[src/rtl/afc_pkg.sv]
// afc_pkg: shared types and constants of the AMQP frame classifier.
// No dependencies; used by afc_capture, afc_verdict, the top and the bench.

package afc_pkg;

	localparam logic [7:0] FRAME_METHOD    = 8'd1;
	localparam logic [7:0] FRAME_HEADER    = 8'd2;
	localparam logic [7:0] FRAME_BODY      = 8'd3;
	localparam logic [7:0] FRAME_HEARTBEAT = 8'd8;

	localparam logic [7:0]  FRAME_END       = 8'hCE;
	localparam logic [15:0] CLASS_MIN       = 16'd10;
	localparam logic [15:0] CLASS_MAX       = 16'd90;
	localparam logic [15:0] CLASS_BASIC     = 16'd60;
	localparam logic [15:0] METHOD_PUBLISH  = 16'd40;
	localparam logic [15:0] METHOD_DELIVER  = 16'd60;
	localparam logic [31:0] MIN_METHOD_SIZE = 32'd4;

	localparam int          CFG_W       = 12;
	localparam logic [11:0] PAYLOAD_RST = 12'd1024;

	// header summary taken on the final byte
	typedef struct packed {
		logic        len_ge8;
		logic        len_ge12;
		logic        len_ok;
		logic        end_ok;
		logic        magic;
		logic [7:0]  type_byte;
		logic [31:0] payload_size;
		logic [15:0] class_code;
		logic [15:0] method_code;
	} snap_t;

	typedef struct packed {
		logic protocol_header;
		logic valid_frame;
		logic method_frame;
		logic publish_frame;
		logic deliver_frame;
	} verdict_t;

	function automatic logic [7:0] magic_char(input logic [1:0] idx);
		logic [7:0] c;
		case (idx)
			2'd0: c = 8'h41;
			2'd1: c = 8'h4D;
			2'd2: c = 8'h51;
			default: c = 8'h50;
		endcase
		return c;
	endfunction

endpackage

[src/rtl/afc_if.sv]
// Channel interfaces of the AMQP frame classifier: byte input, verdict output,
// configuration write. Depends on nothing.

interface afc_byte_if;
	logic       valid;
	logic       ready;
	logic [7:0] data_byte;
	logic       last_byte;
	modport source (output valid, output data_byte, output last_byte, input ready);
	modport sink (input valid, input data_byte, input last_byte, output ready);
endinterface

interface afc_verdict_if;
	logic valid;
	logic ready;
	logic protocol_header;
	logic valid_frame;
	logic method_frame;
	logic publish_frame;
	logic deliver_frame;
	modport source (output valid, output protocol_header, output valid_frame,
		output method_frame, output publish_frame, output deliver_frame, input ready);
	modport sink (input valid, input protocol_header, input valid_frame,
		input method_frame, input publish_frame, input deliver_frame, output ready);
endinterface

interface afc_cfg_if;
	logic        valid;
	logic        ready;
	logic [11:0] max_payload;
	modport source (output valid, output max_payload, input ready);
	modport sink (input valid, input max_payload, output ready);
endinterface

[src/rtl/amqp_frame_classifier_top.sv]
// amqp_frame_classifier_top: streaming AMQP 0-9-1 frame header classifier.
// Depends on afc_pkg, afc_if.sv, afc_capture, afc_verdict.
//
// Usage:
//   bytes    - one buffer byte per word, in order from offset 0; last_byte marks
//              the final byte of the buffer.
//   verdicts - one word per buffer, five verdict flags, given after the final byte.
//   cfg      - writes max_payload (reset 1024); always ready, write only while idle.
// One byte is taken every cycle while bytes.ready is high. The final byte is
// summarized into the _s1 register, and its verdict word is registered in verdict_q
// and presented on verdicts. Bytes past MAX_BUFFER_BYTES are counted as absent.
// Reset clears all captured header fields, empties both stages and restores
// max_payload. When the receiver stalls, the verdict word holds, one more final
// summary can wait in _s1, and bytes.ready drops only while both are occupied.

module amqp_frame_classifier_top #(
	parameter int MAX_BUFFER_BYTES = 4096
) (
	input logic         clk,
	input logic         arst_n,
	afc_byte_if.sink    bytes,
	afc_verdict_if.source verdicts,
	afc_cfg_if.sink     cfg
);

	localparam int POS_W = $clog2(MAX_BUFFER_BYTES + 1);

	logic                        fire;
	logic                        advance;
	logic                        valid_s1;
	afc_pkg::snap_t              snap_s1;
	afc_pkg::verdict_t           verdict_q;
	logic                        out_valid_q;
	logic [afc_pkg::CFG_W-1:0]   max_payload_q;

	assign cfg.ready   = 1'b1;
	assign bytes.ready = !valid_s1 || advance;
	assign fire        = bytes.valid && bytes.ready;

	always_ff @(posedge clk or negedge arst_n) begin
		if (!arst_n) begin
			max_payload_q <= afc_pkg::PAYLOAD_RST;
		end else if (cfg.valid) begin
			max_payload_q <= cfg.max_payload;
		end
	end

	afc_capture #(
		.MAX_BUFFER_BYTES(MAX_BUFFER_BYTES),
		.POS_W(POS_W)
	) u_capture (
		.clk       (clk),
		.arst_n    (arst_n),
		.fire      (fire),
		.data_byte (bytes.data_byte),
		.last_byte (bytes.last_byte),
		.advance   (advance),
		.valid_s1  (valid_s1),
		.snap_s1   (snap_s1)
	);

	afc_verdict u_verdict (
		.clk         (clk),
		.arst_n      (arst_n),
		.valid_s1    (valid_s1),
		.snap_s1     (snap_s1),
		.max_payload (max_payload_q),
		.out_ready   (verdicts.ready),
		.advance     (advance),
		.out_valid_q (out_valid_q),
		.verdict_q   (verdict_q)
	);

	assign verdicts.valid           = out_valid_q;
	assign verdicts.protocol_header = verdict_q.protocol_header;
	assign verdicts.valid_frame     = verdict_q.valid_frame;
	assign verdicts.method_frame    = verdict_q.method_frame;
	assign verdicts.publish_frame   = verdict_q.publish_frame;
	assign verdicts.deliver_frame   = verdict_q.deliver_frame;

endmodule

[src/rtl/afc_capture.sv]
// afc_capture: per-word header capture and position counter, summary register _s1.
// Depends on afc_pkg.

module afc_capture #(
	parameter int MAX_BUFFER_BYTES = 4096,
	parameter int POS_W = 13
) (
	input  logic                  clk,
	input  logic                  arst_n,
	input  logic                  fire,
	input  logic [7:0]            data_byte,
	input  logic                  last_byte,
	input  logic                  advance,
	output logic                  valid_s1,
	output afc_pkg::snap_t        snap_s1
);

	logic [POS_W-1:0] pos_q, pos_n;
	logic             magic_q, magic_n;
	logic [7:0]       type_q, type_n;
	logic [31:0]      size_q, size_n;
	logic [15:0]      class_q, class_n;
	logic [15:0]      method_q, method_n;
	logic             end_q, end_n;
	logic             cap;
	afc_pkg::snap_t   snap_n;

	always_comb begin
		cap      = pos_q < POS_W'(MAX_BUFFER_BYTES);
		pos_n    = pos_q;
		magic_n  = magic_q;
		type_n   = type_q;
		size_n   = size_q;
		class_n  = class_q;
		method_n = method_q;
		end_n    = end_q;
		if (cap) begin
			pos_n = pos_q + POS_W'(1);
			if (pos_q < POS_W'(4) && data_byte != afc_pkg::magic_char(pos_q[1:0])) begin
				magic_n = 1'b0;
			end
			if (pos_q == POS_W'(0)) begin
				type_n = data_byte;
			end else if (pos_q >= POS_W'(3) && pos_q <= POS_W'(6)) begin
				size_n = {size_q[23:0], data_byte};
			end else if (pos_q == POS_W'(7) || pos_q == POS_W'(8)) begin
				class_n = {class_q[7:0], data_byte};
			end else if (pos_q == POS_W'(9) || pos_q == POS_W'(10)) begin
				method_n = {method_q[7:0], data_byte};
			end
			if (pos_q >= POS_W'(7) && ({1'b0, size_q} + 33'd7) == 33'(pos_q)) begin
				end_n = (data_byte == afc_pkg::FRAME_END);
			end
		end
		snap_n.len_ge8      = pos_n >= POS_W'(8);
		snap_n.len_ge12     = pos_n >= POS_W'(12);
		snap_n.len_ok       = ({1'b0, size_n} + 33'd8) <= 33'(pos_n);
		snap_n.end_ok       = end_n;
		snap_n.magic        = magic_n;
		snap_n.type_byte    = type_n;
		snap_n.payload_size = size_n;
		snap_n.class_code   = class_n;
		snap_n.method_code  = method_n;
	end

	always_ff @(posedge clk or negedge arst_n) begin
		if (!arst_n) begin
			pos_q    <= '0;
			magic_q  <= 1'b1;
			type_q   <= '0;
			size_q   <= '0;
			class_q  <= '0;
			method_q <= '0;
			end_q    <= 1'b0;
		end else if (fire) begin
			if (last_byte) begin
				pos_q    <= '0;
				magic_q  <= 1'b1;
				type_q   <= '0;
				size_q   <= '0;
				class_q  <= '0;
				method_q <= '0;
				end_q    <= 1'b0;
			end else begin
				pos_q    <= pos_n;
				magic_q  <= magic_n;
				type_q   <= type_n;
				size_q   <= size_n;
				class_q  <= class_n;
				method_q <= method_n;
				end_q    <= end_n;
			end
		end
	end

	always_ff @(posedge clk or negedge arst_n) begin
		if (!arst_n) begin
			valid_s1 <= 1'b0;
		end else if (fire && last_byte) begin
			valid_s1 <= 1'b1;
		end else if (advance) begin
			valid_s1 <= 1'b0;
		end
	end

	always_ff @(posedge clk) begin
		if (fire && last_byte) begin
			snap_s1 <= snap_n;
		end
	end

endmodule

[src/rtl/afc_verdict.sv]
// afc_verdict: verdict logic on the header summary and the result register.
// Depends on afc_pkg.

module afc_verdict (
	input  logic                        clk,
	input  logic                        arst_n,
	input  logic                        valid_s1,
	input  afc_pkg::snap_t              snap_s1,
	input  logic [afc_pkg::CFG_W-1:0]   max_payload,
	input  logic                        out_ready,
	output logic                        advance,
	output logic                        out_valid_q,
	output afc_pkg::verdict_t           verdict_q
);

	afc_pkg::verdict_t v;
	logic              fits;
	logic              mthd;
	logic              known_type;
	logic              basic;

	always_comb begin
		fits = snap_s1.payload_size <= {20'd0, max_payload} && snap_s1.len_ok && snap_s1.end_ok;
		mthd = snap_s1.len_ge12 && snap_s1.type_byte == afc_pkg::FRAME_METHOD && fits;
		known_type = snap_s1.type_byte == afc_pkg::FRAME_METHOD ||
			snap_s1.type_byte == afc_pkg::FRAME_HEADER ||
			snap_s1.type_byte == afc_pkg::FRAME_BODY ||
			snap_s1.type_byte == afc_pkg::FRAME_HEARTBEAT;
		basic = mthd && snap_s1.class_code == afc_pkg::CLASS_BASIC;
		v.protocol_header = snap_s1.len_ge8 && snap_s1.magic;
		v.valid_frame     = snap_s1.len_ge8 && fits && known_type;
		v.method_frame    = mthd && snap_s1.payload_size >= afc_pkg::MIN_METHOD_SIZE &&
			snap_s1.class_code >= afc_pkg::CLASS_MIN &&
			snap_s1.class_code <= afc_pkg::CLASS_MAX && snap_s1.method_code != 16'd0;
		v.publish_frame   = basic && snap_s1.method_code == afc_pkg::METHOD_PUBLISH;
		v.deliver_frame   = basic && snap_s1.method_code == afc_pkg::METHOD_DELIVER;
	end

	assign advance = !out_valid_q || out_ready;

	always_ff @(posedge clk or negedge arst_n) begin
		if (!arst_n) begin
			out_valid_q <= 1'b0;
		end else if (advance) begin
			out_valid_q <= valid_s1;
		end
	end

	always_ff @(posedge clk) begin
		if (advance && valid_s1) begin
			verdict_q <= v;
		end
	end

endmodule

[src/flat_wrapper.sv]
// flat-port wrapper written by rule: the top's interface ports become plain ports
module amqp_frame_classifier_top_flat 
#(
	parameter int MAX_BUFFER_BYTES = 4096
)
  (clk, arst_n, bytes_valid, bytes_data_byte, bytes_last_byte, bytes_ready, verdicts_valid, verdicts_protocol_header, verdicts_valid_frame, verdicts_method_frame, verdicts_publish_frame, verdicts_deliver_frame, verdicts_ready, cfg_valid, cfg_max_payload, cfg_ready);
  afc_byte_if bytes_i ();
  afc_verdict_if verdicts_i ();
  afc_cfg_if cfg_i ();
  input logic clk;
  input logic arst_n;
  input wire logic [$bits(bytes_i.valid)-1:0] bytes_valid;
  input wire logic [$bits(bytes_i.data_byte)-1:0] bytes_data_byte;
  input wire logic [$bits(bytes_i.last_byte)-1:0] bytes_last_byte;
  output wire logic [$bits(bytes_i.ready)-1:0] bytes_ready;
  output wire logic [$bits(verdicts_i.valid)-1:0] verdicts_valid;
  output wire logic [$bits(verdicts_i.protocol_header)-1:0] verdicts_protocol_header;
  output wire logic [$bits(verdicts_i.valid_frame)-1:0] verdicts_valid_frame;
  output wire logic [$bits(verdicts_i.method_frame)-1:0] verdicts_method_frame;
  output wire logic [$bits(verdicts_i.publish_frame)-1:0] verdicts_publish_frame;
  output wire logic [$bits(verdicts_i.deliver_frame)-1:0] verdicts_deliver_frame;
  input wire logic [$bits(verdicts_i.ready)-1:0] verdicts_ready;
  input wire logic [$bits(cfg_i.valid)-1:0] cfg_valid;
  input wire logic [$bits(cfg_i.max_payload)-1:0] cfg_max_payload;
  output wire logic [$bits(cfg_i.ready)-1:0] cfg_ready;
  assign bytes_i.valid = bytes_valid;
  assign bytes_i.data_byte = bytes_data_byte;
  assign bytes_i.last_byte = bytes_last_byte;
  assign bytes_ready = bytes_i.ready;
  assign verdicts_valid = verdicts_i.valid;
  assign verdicts_protocol_header = verdicts_i.protocol_header;
  assign verdicts_valid_frame = verdicts_i.valid_frame;
  assign verdicts_method_frame = verdicts_i.method_frame;
  assign verdicts_publish_frame = verdicts_i.publish_frame;
  assign verdicts_deliver_frame = verdicts_i.deliver_frame;
  assign verdicts_i.ready = verdicts_ready;
  assign cfg_i.valid = cfg_valid;
  assign cfg_i.max_payload = cfg_max_payload;
  assign cfg_ready = cfg_i.ready;
  amqp_frame_classifier_top #(.MAX_BUFFER_BYTES(MAX_BUFFER_BYTES)) u_core (.clk(clk), .arst_n(arst_n), .bytes(bytes_i), .verdicts(verdicts_i), .cfg(cfg_i));
endmodule
[config.mk]
export PLATFORM = sky130hd
export DESIGN_NAME = amqp_frame_classifier_top_flat
export DESIGN_NICKNAME = d
export VERILOG_FILES = /design/src/rtl/afc_pkg.sv /design/src/rtl/afc_if.sv /design/src/rtl/amqp_frame_classifier_top.sv /design/src/rtl/afc_capture.sv /design/src/rtl/afc_verdict.sv /design/src/flat_wrapper.sv
export SDC_FILE = /design/constraint.sdc
export NUM_CORES = 1
export LEC_CHECK = 0
export ABC_CLOCK_PERIOD_IN_PS = 5900
export BUFFER_PORTS_ARGS = -buffer_cell sky130_fd_sc_hd__buf_4
export CAP_MARGIN = 10
export CORE_MARGIN = 2
export CORE_UTILIZATION = 65
export CTS_BUF_LIST = sky130_fd_sc_hd__clkbuf_8
export DETAILED_ROUTE_END_ITERATION = 6
export PLACE_DENSITY = 0.79
export SYNTH_ARGS = -nofsm -noshare
export SYNTH_HDL_FRONTEND = slang
export SYNTH_SLANG_ARGS = --single-unit
export TNS_END_PERCENT = 10
[constraint.sdc]
create_clock -name clk -period 5.9 [get_ports clk]
set_clock_uncertainty 0.1 [all_clocks]
set_input_delay 1.18 -clock clk [delete_from_list [all_inputs] [get_ports clk]]
set_output_delay 1.18 -clock clk [all_outputs]
set_load 0.02 [all_outputs]
[Word level (Yosys, flattened, before mapping)]
Cells that the tools add are included.
Storage, ports and cells
  input port bits: 26
  word-level logic and storage cells: 118
  register bits: 183
  output and inout port bits: 8
Operators by class
  multiplexer cells: 30
  reduce and logical (&&, ||, !) cells: 33
  add/sub/neg operators: 3
  eq/ne operators: 16
  order comparisons: 12
Operator list (number)
  $mux W16: 11
  $mux W32: 4
  $eq A16 B6 Y1 const B: 3
  $eq A13 B4 Y1 const B: 3
  $add A32 B3 Y33 const B: 1
  $add A32 B4 Y33 const B: 1
  $eq A33 B13 Y1: 1
  $le A33 B13 Y1: 1
  $ge A32 B3 Y1 const B: 1
  $le A32 B12 Y1: 1
  $mux W8: 4
  $ge A13 B4 Y1 const B: 2
  $mux W13: 2
  $logic_and A1 B1 Y1: 20
  $eq A8 B2 Y1 const B: 2
  $ge A16 B4 Y1 const B: 1
  $le A16 B7 Y1 const B: 1
  $reduce_bool A16 Y1: 1
  $pmux W5 S3: 1
  $add A13 B1 Y13 const B: 1
  $eq A13 B3 Y1 const B: 1
  $ge A13 B2 Y1 const B: 1
  $ge A13 B3 Y1 const B: 1
  $le A13 B3 Y1 const B: 1
  other kinds (14): 28

[Logic depth before layout (Yosys ltp)]
  depth after elaboration: 8
  gate-level depth with buffers: 25
  gate-level depth less buffers: 21

[Cells and area by module]
From an unflattened synthesis, not the netlist that was laid out.
Unflattened totals
  cell total of the unflattened synthesis: 1051
  area total of the unflattened synthesis: 10697.8 um^2
By module, submodules not included
  afc_capture: times used 1, area each 9390.3 um^2, cells each 921, seq. area each 4515.6 um^2
  afc_verdict: times used 1, area each 798.3 um^2, cells each 101, seq. area each 175.2 um^2
  amqp_frame_classifier_top: times used 1, area each 509.2 um^2, cells each 29, seq. area each 301.5 um^2

[Worst setup path before layout]
OpenSTA, ideal clock, no wires.
  kind: flip-flop to flip-flop
  start: register u_core.u_capture.pos_q[5]
  end: register u_core.u_capture.snap_s1[74] (netlist name)
  setup time: 170 ps
  data arrival time: 4828 ps
  required time: 5630 ps
  clock period less this slack: 5098 ps
  stages on the path, launching flop included: 23
  path buffers: 5
  slack: 802 ps
  path through: dfrtp_1 > buf_6 > or4_4 > or4_4 > buf_6 > nor2_4 > buf_6 > buf_12 > buf_4 > mux2i_1 > inv_1 > ha_1 > nand4_1 > nor2_1 > nand2_1 > o21ai_0 > xnor2_1 > ha_1 > nand4_1 > or4_1 > a211oi_1 > nand4_1 > nor4_2
RTL lines
  start: declaration: RTL line afc_capture.sv:18  | logic [POS_W-1:0] pos_q, pos_n;
  start signal: assignment: RTL line afc_capture.sv:85  | pos_q <= pos_n;

==> metrics <==
critical path startpoint category flip-flop; final wirelength ~27000 microns; Worst R2R Setup Slack 0.78 ns; initial DRC count 792; most frequent cell after synthesis nand2_1; DRT Pass-1 Iters 6; max cap viols 0; total CTS buffers 17; total number of vias approximately 8000; CTS tree done; leading area contributor after synthesis dfrtp_1; first-pass GRT wire length 43500 microns; Synth Register Bits 183; post-CTS setup buffers 0; Setup TNS 0 ns; CP Class reg -> reg; Die Ht 130 microns; clock sink count between 150 and 200; Reg clk slew, reported paths ~0.10 ns; hold_buf cts 0; Max Freq 195 MHz; CP max stage delay 0.62 ns; Inst Count DP 1205; Cell Chain, Critical Path or4_4 > or4_4 > nor2_4 > mux2i_1 > inv_1 > ha_1 > nand4_1 > nor2_1 > nand2_1 > o21ai_0 > xnor2_1 > ha_1 > nand4_1 > or4_1 > a211oi_1 > nand4_1 > nor4_2; initial core utilization 66.0%; startpoint of the worst register-to-register path u_core.u_capture.pos_q[5]; # diodes 0; FP Rows 46; vias per inst approximately 6.6; area grow syn2layout 7.19%; Netlist Area Pre-Place 0.0104 sq mm; Setup crit end u_core.u_capture.snap_s1[74]; die width 130 microns; critical path fanouts, max 11; Critical Path Slowest Stage Cell or4_4; relative slew slack approximately a quarter; Hold/Removal Path Class reg -> reg; clk buf depth 2; Post-synth EDFFs 82; sequential cell area fraction in the yosys report 48.1%; antenna viol nets, final 0; Pwr per Cell Area 258 mW/mm^2; Crit. Startpoint u_core.u_capture.pos_q[5]; total power around 0.0029 W; dominant cells by area after synthesis dfrtp_1 24%, edfxtp_1 24%, mux2_2 5.5%, nand2_1 4.2%, a22o_1 4.1%; vias in the first global route 8023; final max-slew violation count 0; Crit path top cell by count nand4_1; post-layout util 70.8%; status completed; Placer Congestion 1.01; Least-Margin Pin Slew 1.10 ns; gr usage total 34.0%; HPWL Detailed between 15000 and 20000 microns; fin nets 1067; Post-synth top cells 116 x nand2_1, 99 x dfrtp_1, 82 x edfxtp_1; Placeable Area about 0.016 sq mm; VDD IR max 0.180 mV; min Tclk post-route 5.12 ns; top_reg_cell synth dfrtp_1; post-cts sizing count 0; H-Tree Depth 4; Root Buffer clkbuf_8; arrival time at the worst endpoint 5.32 ns; Synthesized Nets between 1000 and 1500; WP data required 6.11 ns; R2R cell count 17; post-synthesis instance total 1014; post-synth top area share about a quarter; endpoints failing setup 0; PortBufs 32; asr flop ratio synth 55.2%; DRC 0; period utilization 86.7%; Synth Warn # 0; # IOs 34; die footprint between 0.015 and 0.02 sq mm; average size of a mapped cell a little over 10 sq um; post-synth cell types 69; RSZ-0062 raised after global routing false; clk_lat worst skew 0.49 ns; antenna violations before repair 0; largest net degree at the start of global routing 81; fin cells 1237; share of cells above drive strength 1 14.0%; RR Endpoint u_core.u_capture.snap_s1[74]; routed length per instance 22.1 microns; gr ovfl total 0; CP Capture Type flip-flop; Hold Fails Final Rpt 0; leakage power between 4 and 5 nW
==> cell families after synthesis <==
logic type / count (synthesis) / share of synthesized area (%)
simple gates: 340 / 17.0
compound gates: 213 / 13.8
other cells: 1 / 0.0362
fa+ha+maj: 33 / 3.98
buf+inv: 117 / 4.79
flops: 183 / 48.1
xor+xnor: 51 / 4.31
mux: 76 / 7.95
==> registers in the layout, indices dropped and copies added (netlist names) <==
name and cells:
u_core.max_payload_q 12, u_core.u_capture.class_q 16, u_core.u_capture.end_q 1, u_core.u_capture.magic_q 1
u_core.u_capture.method_q 16, u_core.u_capture.pos_q 13, u_core.u_capture.size_q 32, u_core.u_capture.snap_s1 77
u_core.u_capture.type_q 8, u_core.u_capture.valid_s1 1, u_core.u_verdict.out_valid_q 1, u_core.u_verdict.verdict_q 5
==> worst min path at each step <==
stage | start | endpoint | slack, ns | cells after the start
3_3_place_gp | u_core.u_capture.valid_s1 | u_core.u_verdict.out_valid_q | 0.36 | 1
3_5_place_dp | u_core.u_capture.type_q[0] | u_core.u_capture.type_q[0] | 0.39 | 1
4_1_cts | u_core.u_capture.type_q[0] | u_core.u_capture.type_q[0] | 0.42 | 1
6_report | u_core.u_capture.valid_s1 | u_core.u_verdict.out_valid_q | 0.41 | 1
2_1_floorplan | u_core.u_capture.valid_s1 | u_core.u_verdict.out_valid_q | 0.35 | 1
5_1_grt | u_core.u_capture.method_q[9] | u_core.u_capture.method_q[9] | 0.43 | 1
==> cell usage in the layout (no fill, tap or decap), drive strengths merged, types with 22 or more instances in the layout <==
master,count
a21oi,22
a22o,49
buf,46
dfrtp,99
edfxtp,82
ha,33
inv,53
mux2,51
mux2i,25
nand2,116
nand3,34
nand4,34
nor2,39
nor3,24
nor4,28
o21ai,76
xnor2,32
==> worst max-delay path: cells and delay by family, from the launching register on <==
family | cells | cell delay [ns]
buffers and inverters | 1 | 0.10
AND/OR/NAND/NOR | 10 | 2.80
adder cells (fa/ha/maj) | 2 | 0.60
XOR/XNOR | 1 | 0.16
flip-flops | 1 | 0.49
multiplexers | 1 | 0.32
AO/OA/AOI/OAI | 2 | 0.36
==> layout make-up <==
| type | count | area, sq um |
|---|---|---|
| Clock buffer | 17 | 234 |
| Clock inverter | 15 | 210 |
| Fill cell | 1232 | 4590 |
| Inverter | 46 | 173 |
| Multi-Input combinational cell | 714 | 4890 |
| Sequential cell | 183 | 4990 |
| Tap cell | 216 | 270 |
| Timing Repair Buffer | 46 | 345 |
==> per-layer routing <==
metal	vias up	GRT usage, %	routed length, microns
li1	3709	-	-
met1	4017	46.3	11400
met2	411	54.1	12900
met3	68	8.32	2300
met4	0	11.3	777
met5	-	0	0
==> power by group <==
part / internal, W / switching, W
Clock: 0.000403 / 0.000521
Combinational: 0.000183 / 0.000295
Sequential: 0.00140 / 0.0000603
Total: 0.00199 / 0.000876
==> through the flow <==
stage                     hold slack, ns  cell area (sq um)  setup WS [ns]
after floorplan                    0.349              10400          0.802
after global placement             0.361              10700           1.00
after detailed placement           0.390              10700          0.913
after CTS                          0.417              11100          0.868
after global routing               0.427              11100          0.468
final                              0.413              11100          0.784
No activity file was read; power rests on OpenSTA's default activity.
